File: src/rtl/mcba_pkg.sv
`default_nettype none

package mcba_pkg;

   // Size and offset fields are byte counts of this width.
   localparam int SIZE_BITS = 20;

   // Chunk table depth and the width of the chunk index field.
   localparam int MAX_CHUNKS = 16;
   localparam int IDX_BITS   = 4;

   // Reset value of the default chunk capacity register.
   localparam logic [SIZE_BITS-1:0] DEFAULT_CHUNK_RESET = SIZE_BITS'(1024 * 8);

   // Request commands.
   localparam logic CMD_ALLOC   = 1'b0;
   localparam logic CMD_RELEASE = 1'b1;

   typedef struct packed {
      logic                 cmd;
      logic [SIZE_BITS-1:0] size;
   } req_type;

   typedef struct packed {
      logic [IDX_BITS-1:0]  chunk_index;
      logic [SIZE_BITS-1:0] offset;
      logic                 opened_chunk;
      logic                 failed;
   } rsp_type;

endpackage

`default_nettype wire

File: src/rtl/mcba_ram.sv
`default_nettype none

// Simple dual-port RAM: one write port, one read port with registered data.
module mcba_ram #(
   parameter int WIDTH = 8,
   parameter int DEPTH = 16,
   parameter int AW    = (DEPTH > 1) ? $clog2(DEPTH) : 1
) (
   input  wire logic             clock,
   input  wire logic             wr_en,
   input  wire logic [AW-1:0]    wr_addr,
   input  wire logic [WIDTH-1:0] wr_data,
   input  wire logic [AW-1:0]    rd_addr,
   output logic      [WIDTH-1:0] rd_data
);

   logic [WIDTH-1:0] mem_ff [DEPTH];
   logic [WIDTH-1:0] rd_data_ff;

   // Write port and registered read port.
   always_ff @(posedge clock) begin
      if (wr_en) begin
         mem_ff[wr_addr] <= wr_data;
      end
      rd_data_ff <= mem_ff[rd_addr];
   end

   assign rd_data = rd_data_ff;

endmodule

`default_nettype wire

File: src/rtl/multi_chunk_bump_allocator_unit.sv
`default_nettype none

// Arena bump allocator over a table of up to MAX_CHUNKS chunks. An allocate
// request scans the open chunks in the order they were opened, one chunk top
// per cycle out of a RAM with registered read, and takes the first chunk whose
// top is at least the requested size; the top moves down by the size and the
// new top is returned as the offset. If no chunk fits, a new chunk of capacity
// max(default_chunk_bytes, size) is opened, or, with the table full, the
// request fails with the failed flag set. A release request closes all chunks
// at once. One request is worked on at a time: an allocation passes through
// the accept, one scan step per chunk visited, the opening of a chunk when
// none fits, and the loading of the response, which waits until the output
// register is free; a release passes through the accept and the response. The
// default capacity register may be written only while no request is in flight.
module multi_chunk_bump_allocator_unit #(
   parameter int MAX_CHUNKS = mcba_pkg::MAX_CHUNKS
) (
   input  wire logic                          clock,
   input  wire logic                          reset,
   input  wire logic                          req_valid,
   output logic                               req_ready,
   input  wire mcba_pkg::req_type             req_data,
   output logic                               rsp_valid,
   input  wire logic                          rsp_ready,
   output mcba_pkg::rsp_type                  rsp_data,
   input  wire logic                          csr_wr_en,
   input  wire logic [mcba_pkg::SIZE_BITS-1:0] csr_wr_data
);

   localparam int SB = mcba_pkg::SIZE_BITS;
   localparam int IB = mcba_pkg::IDX_BITS;
   localparam int AW = (MAX_CHUNKS > 1) ? $clog2(MAX_CHUNKS) : 1;
   localparam int CW = $clog2(MAX_CHUNKS + 1);
   localparam logic [CW-1:0] COUNT_FULL = CW'(MAX_CHUNKS);

   typedef enum logic [1:0] {
      S_IDLE,
      S_SCAN,
      S_OPEN,
      S_ANSWER
   } state_type;

   state_type         state_ff, state_in;
   logic [CW-1:0]     count_ff, count_in;
   logic [AW-1:0]     idx_ff, idx_in;
   logic [SB-1:0]     size_ff, size_in;
   logic [SB-1:0]     default_ff, default_in;
   mcba_pkg::rsp_type result_ff, result_in;
   mcba_pkg::rsp_type rsp_data_ff, rsp_data_in;
   logic              rsp_valid_ff, rsp_valid_in;

   logic              ram_wr_en;
   logic [AW-1:0]     ram_wr_addr;
   logic [SB-1:0]     ram_wr_data;
   logic [AW-1:0]     ram_rd_addr;
   logic [SB-1:0]     ram_rd_data;

   logic [CW-1:0]     next_idx;
   logic [SB-1:0]     new_cap;

   // Chunk tops; read data is only used for entries below the open count, so those were written.
   mcba_ram #(
      .WIDTH (SB),
      .DEPTH (MAX_CHUNKS)
   ) u_top_ram (
      .clock   (clock),
      .wr_en   (ram_wr_en),
      .wr_addr (ram_wr_addr),
      .wr_data (ram_wr_data),
      .rd_addr (ram_rd_addr),
      .rd_data (ram_rd_data)
   );

   assign req_ready = (state_ff == S_IDLE);
   assign rsp_valid = rsp_valid_ff;
   assign rsp_data  = rsp_data_ff;

   assign next_idx = CW'(idx_ff) + CW'(1);
   assign new_cap  = (size_ff > default_ff) ? size_ff : default_ff;

   // Next-state logic: scan, open, and response hand-off.
   always_comb begin
      state_in     = state_ff;
      count_in     = count_ff;
      idx_in       = idx_ff;
      size_in      = size_ff;
      default_in   = csr_wr_en ? csr_wr_data : default_ff;
      result_in    = result_ff;
      rsp_data_in  = rsp_data_ff;
      rsp_valid_in = rsp_valid_ff && !rsp_ready;
      ram_wr_en    = 1'b0;
      ram_wr_addr  = idx_ff;
      ram_wr_data  = ram_rd_data - size_ff;
      ram_rd_addr  = AW'(next_idx);

      case (state_ff)
         S_IDLE: begin
            ram_rd_addr = '0;
            if (req_valid) begin
               size_in = req_data.size;
               idx_in  = '0;
               if (req_data.cmd == mcba_pkg::CMD_RELEASE) begin
                  count_in  = '0;
                  result_in = '0;
                  state_in  = S_ANSWER;
               end else if (count_ff == '0) begin
                  state_in = S_OPEN;
               end else begin
                  state_in = S_SCAN;
               end
            end
         end
         S_SCAN: begin
            // Read data holds the top of chunk idx_ff.
            if (size_ff <= ram_rd_data) begin
               ram_wr_en                = 1'b1;
               result_in.chunk_index    = IB'(idx_ff);
               result_in.offset         = ram_rd_data - size_ff;
               result_in.opened_chunk   = 1'b0;
               result_in.failed         = 1'b0;
               state_in                 = S_ANSWER;
            end else if (next_idx < count_ff) begin
               idx_in = AW'(next_idx);
            end else begin
               state_in = S_OPEN;
            end
         end
         S_OPEN: begin
            if (count_ff == COUNT_FULL) begin
               result_in        = '0;
               result_in.failed = 1'b1;
            end else begin
               ram_wr_en              = 1'b1;
               ram_wr_addr            = AW'(count_ff);
               ram_wr_data            = new_cap - size_ff;
               result_in.chunk_index  = IB'(count_ff);
               result_in.offset       = new_cap - size_ff;
               result_in.opened_chunk = 1'b1;
               result_in.failed       = 1'b0;
               count_in               = count_ff + CW'(1);
            end
            state_in = S_ANSWER;
         end
         S_ANSWER: begin
            // Load the response once the output register is free.
            if (!rsp_valid_ff || rsp_ready) begin
               rsp_data_in  = result_ff;
               rsp_valid_in = 1'b1;
               state_in     = S_IDLE;
            end
         end
         default: begin
            state_in = S_IDLE;
         end
      endcase
   end

   // State and registered outputs.
   always_ff @(posedge clock) begin
      if (reset) begin
         state_ff     <= S_IDLE;
         count_ff     <= '0;
         idx_ff       <= '0;
         default_ff   <= mcba_pkg::DEFAULT_CHUNK_RESET;
         rsp_valid_ff <= 1'b0;
      end else begin
         state_ff     <= state_in;
         count_ff     <= count_in;
         idx_ff       <= idx_in;
         default_ff   <= default_in;
         rsp_valid_ff <= rsp_valid_in;
      end
      size_ff     <= size_in;
      result_ff   <= result_in;
      rsp_data_ff <= rsp_data_in;
   end

endmodule

`default_nettype wire
File: config.mk
export PLATFORM = sky130hd
export DESIGN_NAME = multi_chunk_bump_allocator_unit
export DESIGN_NICKNAME = d
export VERILOG_FILES = /design/src/rtl/mcba_pkg.sv /design/src/rtl/mcba_ram.sv /design/src/rtl/multi_chunk_bump_allocator_unit.sv
export SDC_FILE = /design/constraint.sdc
export NUM_CORES = 1
export LEC_CHECK = 0
export BUFFER_PORTS_ARGS = -buffer_cell sky130_fd_sc_hd__buf_4
export CAP_MARGIN = 20
export CORE_MARGIN = 5
export CORE_UTILIZATION = 56
export DETAILED_ROUTE_END_ITERATION = 8
export GPL_ROUTABILITY_DRIVEN = 0
export PLACE_DENSITY = 0.84
export SLEW_MARGIN = 40
export SYNTH_ARGS = -nofsm -noshare
export SYNTH_HDL_FRONTEND = slang
export SYNTH_SLANG_ARGS = --single-unit
File: constraint.sdc
create_clock -name clock -period 4.77 [get_ports clock]
set_input_delay 0.2385 -clock clock [delete_from_list [all_inputs] [get_ports clock]]
set_output_delay 0.2385 -clock clock [all_outputs]
set_load 0.005 [all_outputs]
# [Word level (Yosys, flattened, before mapping)]
# Memories as Yosys holds them, arrays and structs flattened. A register that Yosys moved wholly into a read port is not among the register bits.
# Index checks and enable logic that the tools add are counted.
# W data, S select, Z words.
[classes] magnitude_cmp=3 n_eq_ne=12 reduce_logical=15 muxes=33 addsub=4
[op_table] operator="$mux W26" count=4
[op_table] operator="$pmux W26 S3" count=1
[op_table] operator="$mux W20" count=3
[op_table] operator="$sub A20 B20 Y20" count=2
[op_table] operator="$mux W4" count=6
[op_table] operator="$gt A20 B20 Y1" count=1
[op_table] operator="$le A20 B20 Y1" count=1
[op_table] operator="$mux W5" count=3
[op_table] operator="$mux W2" count=6
[op_table] operator="$ne A2 B2 Y1 const B" count=6
[op_table] operator="$reduce_and A4 Y1" count=3
[op_table] operator="$pmux W5 S2" count=1
[op_table] operator="$pmux W2 S4" count=1
[op_table] operator="$pmux W4 S2" count=1
[op_table] operator="$mux W1" count=6
[op_table] operator="$add A4 B1 Y5 const B" count=1
[op_table] operator="$add A5 B1 Y5 const B" count=1
[op_table] operator="$eq A5 B5 Y1 const B" count=1
[op_table] operator="$logic_not A5 Y1" count=1
[op_table] operator="$lt A5 B5 Y1" count=1
[op_table] operator="$eq A2 B2 Y1 const B" count=2
[op_table] operator="$reduce_and A2 Y1" count=2
[op_table] operator="$reduce_bool A2 Y1" count=2
[op_table] operator="$ne A3 B3 Y1 const B" count=1
[op_table] operator="9 further kinds" count=10
[totals] mem_bits_rw=320 output_inout_bits=28 regBits=104 inputBits=46 mem_count=1
[mem_list] name="u_top_ram.mem_ff" words=16 width=20 read_ports=1 rd_ports_with_merged_regs=1 wr=1 line_no="mcba_ram.sv:17" text="logic [WIDTH-1:0] mem_ff [DEPTH];"

# [Logic depth before layout (Yosys ltp)]
[logic_depth] depth_word=5 ltp_mapped=20

# [Cells and area by module]
# A second synthesis with hierarchy kept.
[hier_totals] hier_cells=1327 area_unflattened_um2=19780.2
[modules_own_cells] module="mcba_ram" cells_per_inst=533 area_per_inst_um2=12530.8 instances=1
[modules_own_cells] module="multi_chunk_bump_allocator_unit" cells_per_inst=794 area_per_inst_um2=7249.5 instances=1

# [Worst setup path before layout]
# Ideal clock, no wire load.
[synth_timing] kind="flip-flop to flip-flop" startpoint="register size_ff[10]" endpoint="memory u_top_ram.mem_ff[0][16] (netlist name) (data pin)" arrival_time_ns=4.766 path_slack_ns=-0.327 required_ns=4.440 setup_ns=0.330 stages_incl_launch_ff=19 synth_period_minus_slack_ns=5.097 n_path_buf=2 cell_sequence="edfxtp_1 > ha_1 > and4_1 > nor4bb_1 > and4_1 > a31o_2 > clkbuf_1 > clkbuf_1 > nand2_1 > o21ai_0 > ha_1 > nor2b_1 > o31a_1 > o221a_2 > o41ai_2 > o21ai_0 > a221oi_1 > xor2_1 > o21ai_0"
[synth_via] elab_chain_len=5 elab_cells_between_ends=6 cone_classes="add/sub: 2; order compare: 1; mux: 3"
[synth_rtl] item="start, declared" line_no="multi_chunk_bump_allocator_unit.sv:46" text="logic [SB-1:0] size_ff, size_in;"
[synth_rtl] item="start signal, assigned" line_no="multi_chunk_bump_allocator_unit.sv:173" text="size_ff <= size_in;"
[synth_rtl] item="$gt A20 B20 Y1" line_no="multi_chunk_bump_allocator_unit.sv:79" text="assign new_cap = (size_ff > default_ff) ? size_ff : default_ff;"
[synth_rtl] item="$mux W20" line_no="multi_chunk_bump_allocator_unit.sv:79"
[synth_rtl] item="$sub A20 B20 Y20" line_no="multi_chunk_bump_allocator_unit.sv:135" text="ram_wr_data = new_cap - size_ff;"
[synth_rtl] item="$mux W20" line_no="multi_chunk_bump_allocator_unit.sv:129" text="if (count_ff == COUNT_FULL) begin"
[synth_rtl] item="$mux W20 (*)" line_no="multi_chunk_bump_allocator_unit.sv:96" text="case (state_ff)"
[synth_rtl] item="named net ram_wr_data[16]" line_no="multi_chunk_bump_allocator_unit.sv:54" text="logic [SB-1:0] ram_wr_data;"
[synth_rtl] item="end, declared" line_no="mcba_ram.sv:17"
# The timed path passes the listed nets; every way through them passes the cells marked *.

# [Worst setup path after layout]
[layout_timing] startpoint="register size_ff[17]" endpoint="memory u_top_ram.mem_ff[5][16] (netlist name) (data pin)"
[layout_via] elab_chain_len=5
[layout_rtl] item="$gt A20 B20 Y1" line_no="multi_chunk_bump_allocator_unit.sv:79"
[layout_rtl] item="$mux W20" line_no="multi_chunk_bump_allocator_unit.sv:79"
[layout_rtl] item="$sub A20 B20 Y20" line_no="multi_chunk_bump_allocator_unit.sv:135"
[layout_rtl] item="$mux W20" line_no="multi_chunk_bump_allocator_unit.sv:129"
[layout_rtl] item="$mux W20" line_no="multi_chunk_bump_allocator_unit.sv:96"
[layout_rtl] item="named net ram_wr_data[16]" line_no="multi_chunk_bump_allocator_unit.sv:54"
# The timed path passes the listed nets, and every way through them passes these cells.

==> results.yml <==
synthesis:
  synth.area.top_cells: "edfxtp_1 (59%), dfxtp_1 (5.2%), mux2i_1 (5.0%), ha_1 (4.4%), nand2_1 (2.9%)"
  ys_seq_elements: 444
  ys_seq_area_frac: 0.6383
  async_reset_ff_frac: 0
  netlist.area_leader.share: 0.5864
  yosys_most_used_dff: "edfxtp_1"
  netlist_instances: 1531
  ys_warn_count: 0
  synth_area_sq_mm: 0.02007
  ys_types: 65
  syn_avg_cell_area_sq_um: 13.11
  synth_nets: 1649
  yosysTopAreaCell: "edfxtp_1"
  synth-edff-count: 392
sta:
  hold_viol: 0
  maxSlewViolCount: 0
  skew_ns: 0.02746
  finalCriticalPeriod_ns: 4.619
  setup_viol: 0
  maxSlewHeadroom: 0.3685
  finalCritPeriodShare: 0.9684
  tightest_slew_ns: 0.9429
  fmax_ghz: 0.2165
routing:
  avgRoutedWirePerCell_um: 23.42
  drc: 0
  via_per_inst: 6.333
  num_vias: 13740
  drtIter0Drc: 1535
  wirelength_mm: 50.83
  drt-pass1-iter-count: 6
  final_antenna_net_count: 0
cts:
  cts_inserted_buffers: 44
  cts_tree: "yes"
  cts_sinks: 444
  htree_levels: 2
  clockBufferDepth: 3
  insertion_delay_ns: 0.56
  cts_root_buffer: "clkbuf_16"
  clk_pin_slew_ns: 0.06
worst_setup_path:
  worstPathArrival_ns: 4.92
  cp-end-kind: "register"
  cp-start-kind: "register"
  crit_type: "register to register"
  cp_top_family: "compound AO/OA/AOI/OAI gates"
  cp_cell_sequence: "ha_1, nand4_1, nor4bb_2, and4_1, a31o_4, nor2_1, a21oi_1, ha_2, fa_2, nor2b_1, o31a_1, o221a_2, o41ai_4, buf_4, o21ai_1, a221oi_2, xor2_1, o21ai_4, buf_12"
  worstPathRequired_ns: 5.07
  cpPeakStageDelay_ns: 0.42
  worstPathBufferInverterCount: 2
  slowest_stage: "edfxtp_1"
  path_max_fanout: 16
status:
  outcome: "completed"
floorplanning:
  start_util: 0.5657
  die_h_um: 199.3
  dieArea_sq_mm: 0.03973
  fp.coreArea_sq_mm: 0.03548
  die_w_um: 199.3
  rows: 69
  pin_count: 74
grt:
  antenna_found_initial: 0
  grt_pass1_vias: 13630
  grt_max_degree: 83
  grt-ovfl-total: 0
  grt_pass1_wl_mm: 76.71
  track_usage: 0.2517
power:
  p_leak_nw: 8.377
  peakVddDrop_mv: 0.5397
  power-per-cell-area_mw_per_mm2: 669.5
  fin_total_pwr_mw: 15.76
final_layout:
  finalNetCount: 1791
  area_delta_synth_final_pct: 17.25
  final_common_cell: "edfxtp_1"
  mostFrequentLayoutCells: "edfxtp_1 (392), nand2_1 (151), buf_4 (128)"
  final_area_sq_mm: 0.02354
  drive_above_1_share: 0.1610
placement:
  hpwlAfterDp_mm: 30.66
  place_area_sq_mm: 0.02154
  io_buffers: 73
flow_run:
  cap_violations: 0
hold_path:
  hp-class: "input pin to register"
kinds of logic (layout without fill, tap and decap cells):
kind of cell | after synthesis | count (layout) | synth area share
and+or+nand+nor | 402 | 402 | 0.09362
other | 0 | 1 | 0
buffers and inverters | 145 | 322 | 0.02736
muxes | 123 | 123 | 0.07393
AOI/OAI and AO/OA | 312 | 312 | 0.1068
xor gates and xnor gates | 33 | 33 | 0.01440
adders and majority gates | 72 | 72 | 0.04563
DFF | 444 | 444 | 0.6383
synth_stat cells (7+ instances only):
library cell  number
edfxtp_1         392
nand2_1          156
mux2i_1          101
nor2_1            92
a21oi_1           79
ha_1              70
inv_1             65
clkbuf_1          60
dfxtp_1           52
o21ai_0           52
a211oi_1          48
nor2b_1           46
a311oi_1          39
nor3_1            36
mux4_2            20
xnor2_1           20
nand3_1           15
buf_1             14
o21a_1            14
xor2_1            13
a21o_1            12
a31oi_1           10
a22oi_1            9
nand4_1            9
o31a_1             7
state kept, by name, summed over array words and instances, names as in the netlist:
register / cells
rsp_valid: 1
idx_ff: 4
rsp_data: 26
result_ff: 26
state_ff: 2
u_top_ram.rd_data: 20
u_top_ram.mem_ff: 320
count_ff: 5
default_ff: 20
size_ff: 20
per-stage QoR:
step	std cells	setup WS (ns)	util	setup TNS [ns]	hold slack, ns
after floorplan	1531	0.07220	-	0	0.3374
after global placement	2043	0.07194	0.6046	0	0.4018
after detailed placement	2045	-0.07227	0.6070	-1.153	0.4045
after CTS	2166	0.02471	0.6602	0	0.03821
after global routing	2169	-0.05372	0.6632	-0.9079	0.05716
final	2170	0.1506	0.6633	0	0.04248
power breakdown:
| part | internal [mW] | switching, mW |
|---|---|---|
| sequential | 6.06 | 0.191 |
| combinational | 1.88 | 4.09 |
| clock | 2.05 | 1.47 |
metal layers:
layer,routed length (um),GRT usage,up-vias,share of wire
li1,-,-,6092,-
met1,18500,0.3163,6671,0.36
met2,24920,0.4348,810,0.49
met3,4997,0.04434,170,0.098
met4,2408,0.1031,0,0.047
met5,0,0,-,0
repair_timing:
item                                    in CTS  in global routing
hold endpoints to repair                    40                  0
setup buffers                                0                  3
endpoints found under the setup margin      16                131
gates resized for setup                      1                 16
hold buffers                                40                  0
pin swaps                                    0                  7
worst register-to-register path, delay by kind of cell (launching register included):
kind / cells / cell delay, ns
flops: 1 / 0.42
simple gates: 5 / 0.94
buf+inv: 2 / 0.32
fa+ha+maj: 3 / 0.79
xor+xnor: 1 / 0.32
compound gates: 8 / 1.58
final timing paths:
kind,from,endpoint,slack (ns),cells past startpoint
setup / recovery,size_ff[17]$_DFFE_PP_,u_top_ram.mem_ff[5][16]$_DFFE_PP_,0.15,19
hold / removal,rsp_ready,rsp_valid$_SDFF_PP0_,0.04,4
setup reg to reg,size_ff[17]$_DFFE_PP_,u_top_ram.mem_ff[5][16]$_DFFE_PP_,0.15,19
hold reg to reg,result_ff[5]$_DFFE_PP_,rsp_data[5]$_DFFE_PP_,0.42,0
layout make-up:
| type | count | area (sq um) |
|---|---|---|
| Antenna cell | 1 | 2.502 |
| Clock buffer | 58 | 1194 |
| Clock inverter | 23 | 286.5 |
| Fill cell | 2276 | 11950 |
| Inverter | 67 | 251.5 |
| Multi-Input combinational cell | 942 | 6933 |
| Sequential cell | 444 | 12820 |
| Tap cell | 461 | 576.8 |
| Timing Repair Buffer | 174 | 1475 |
Power figures use the tool's default switching activity.
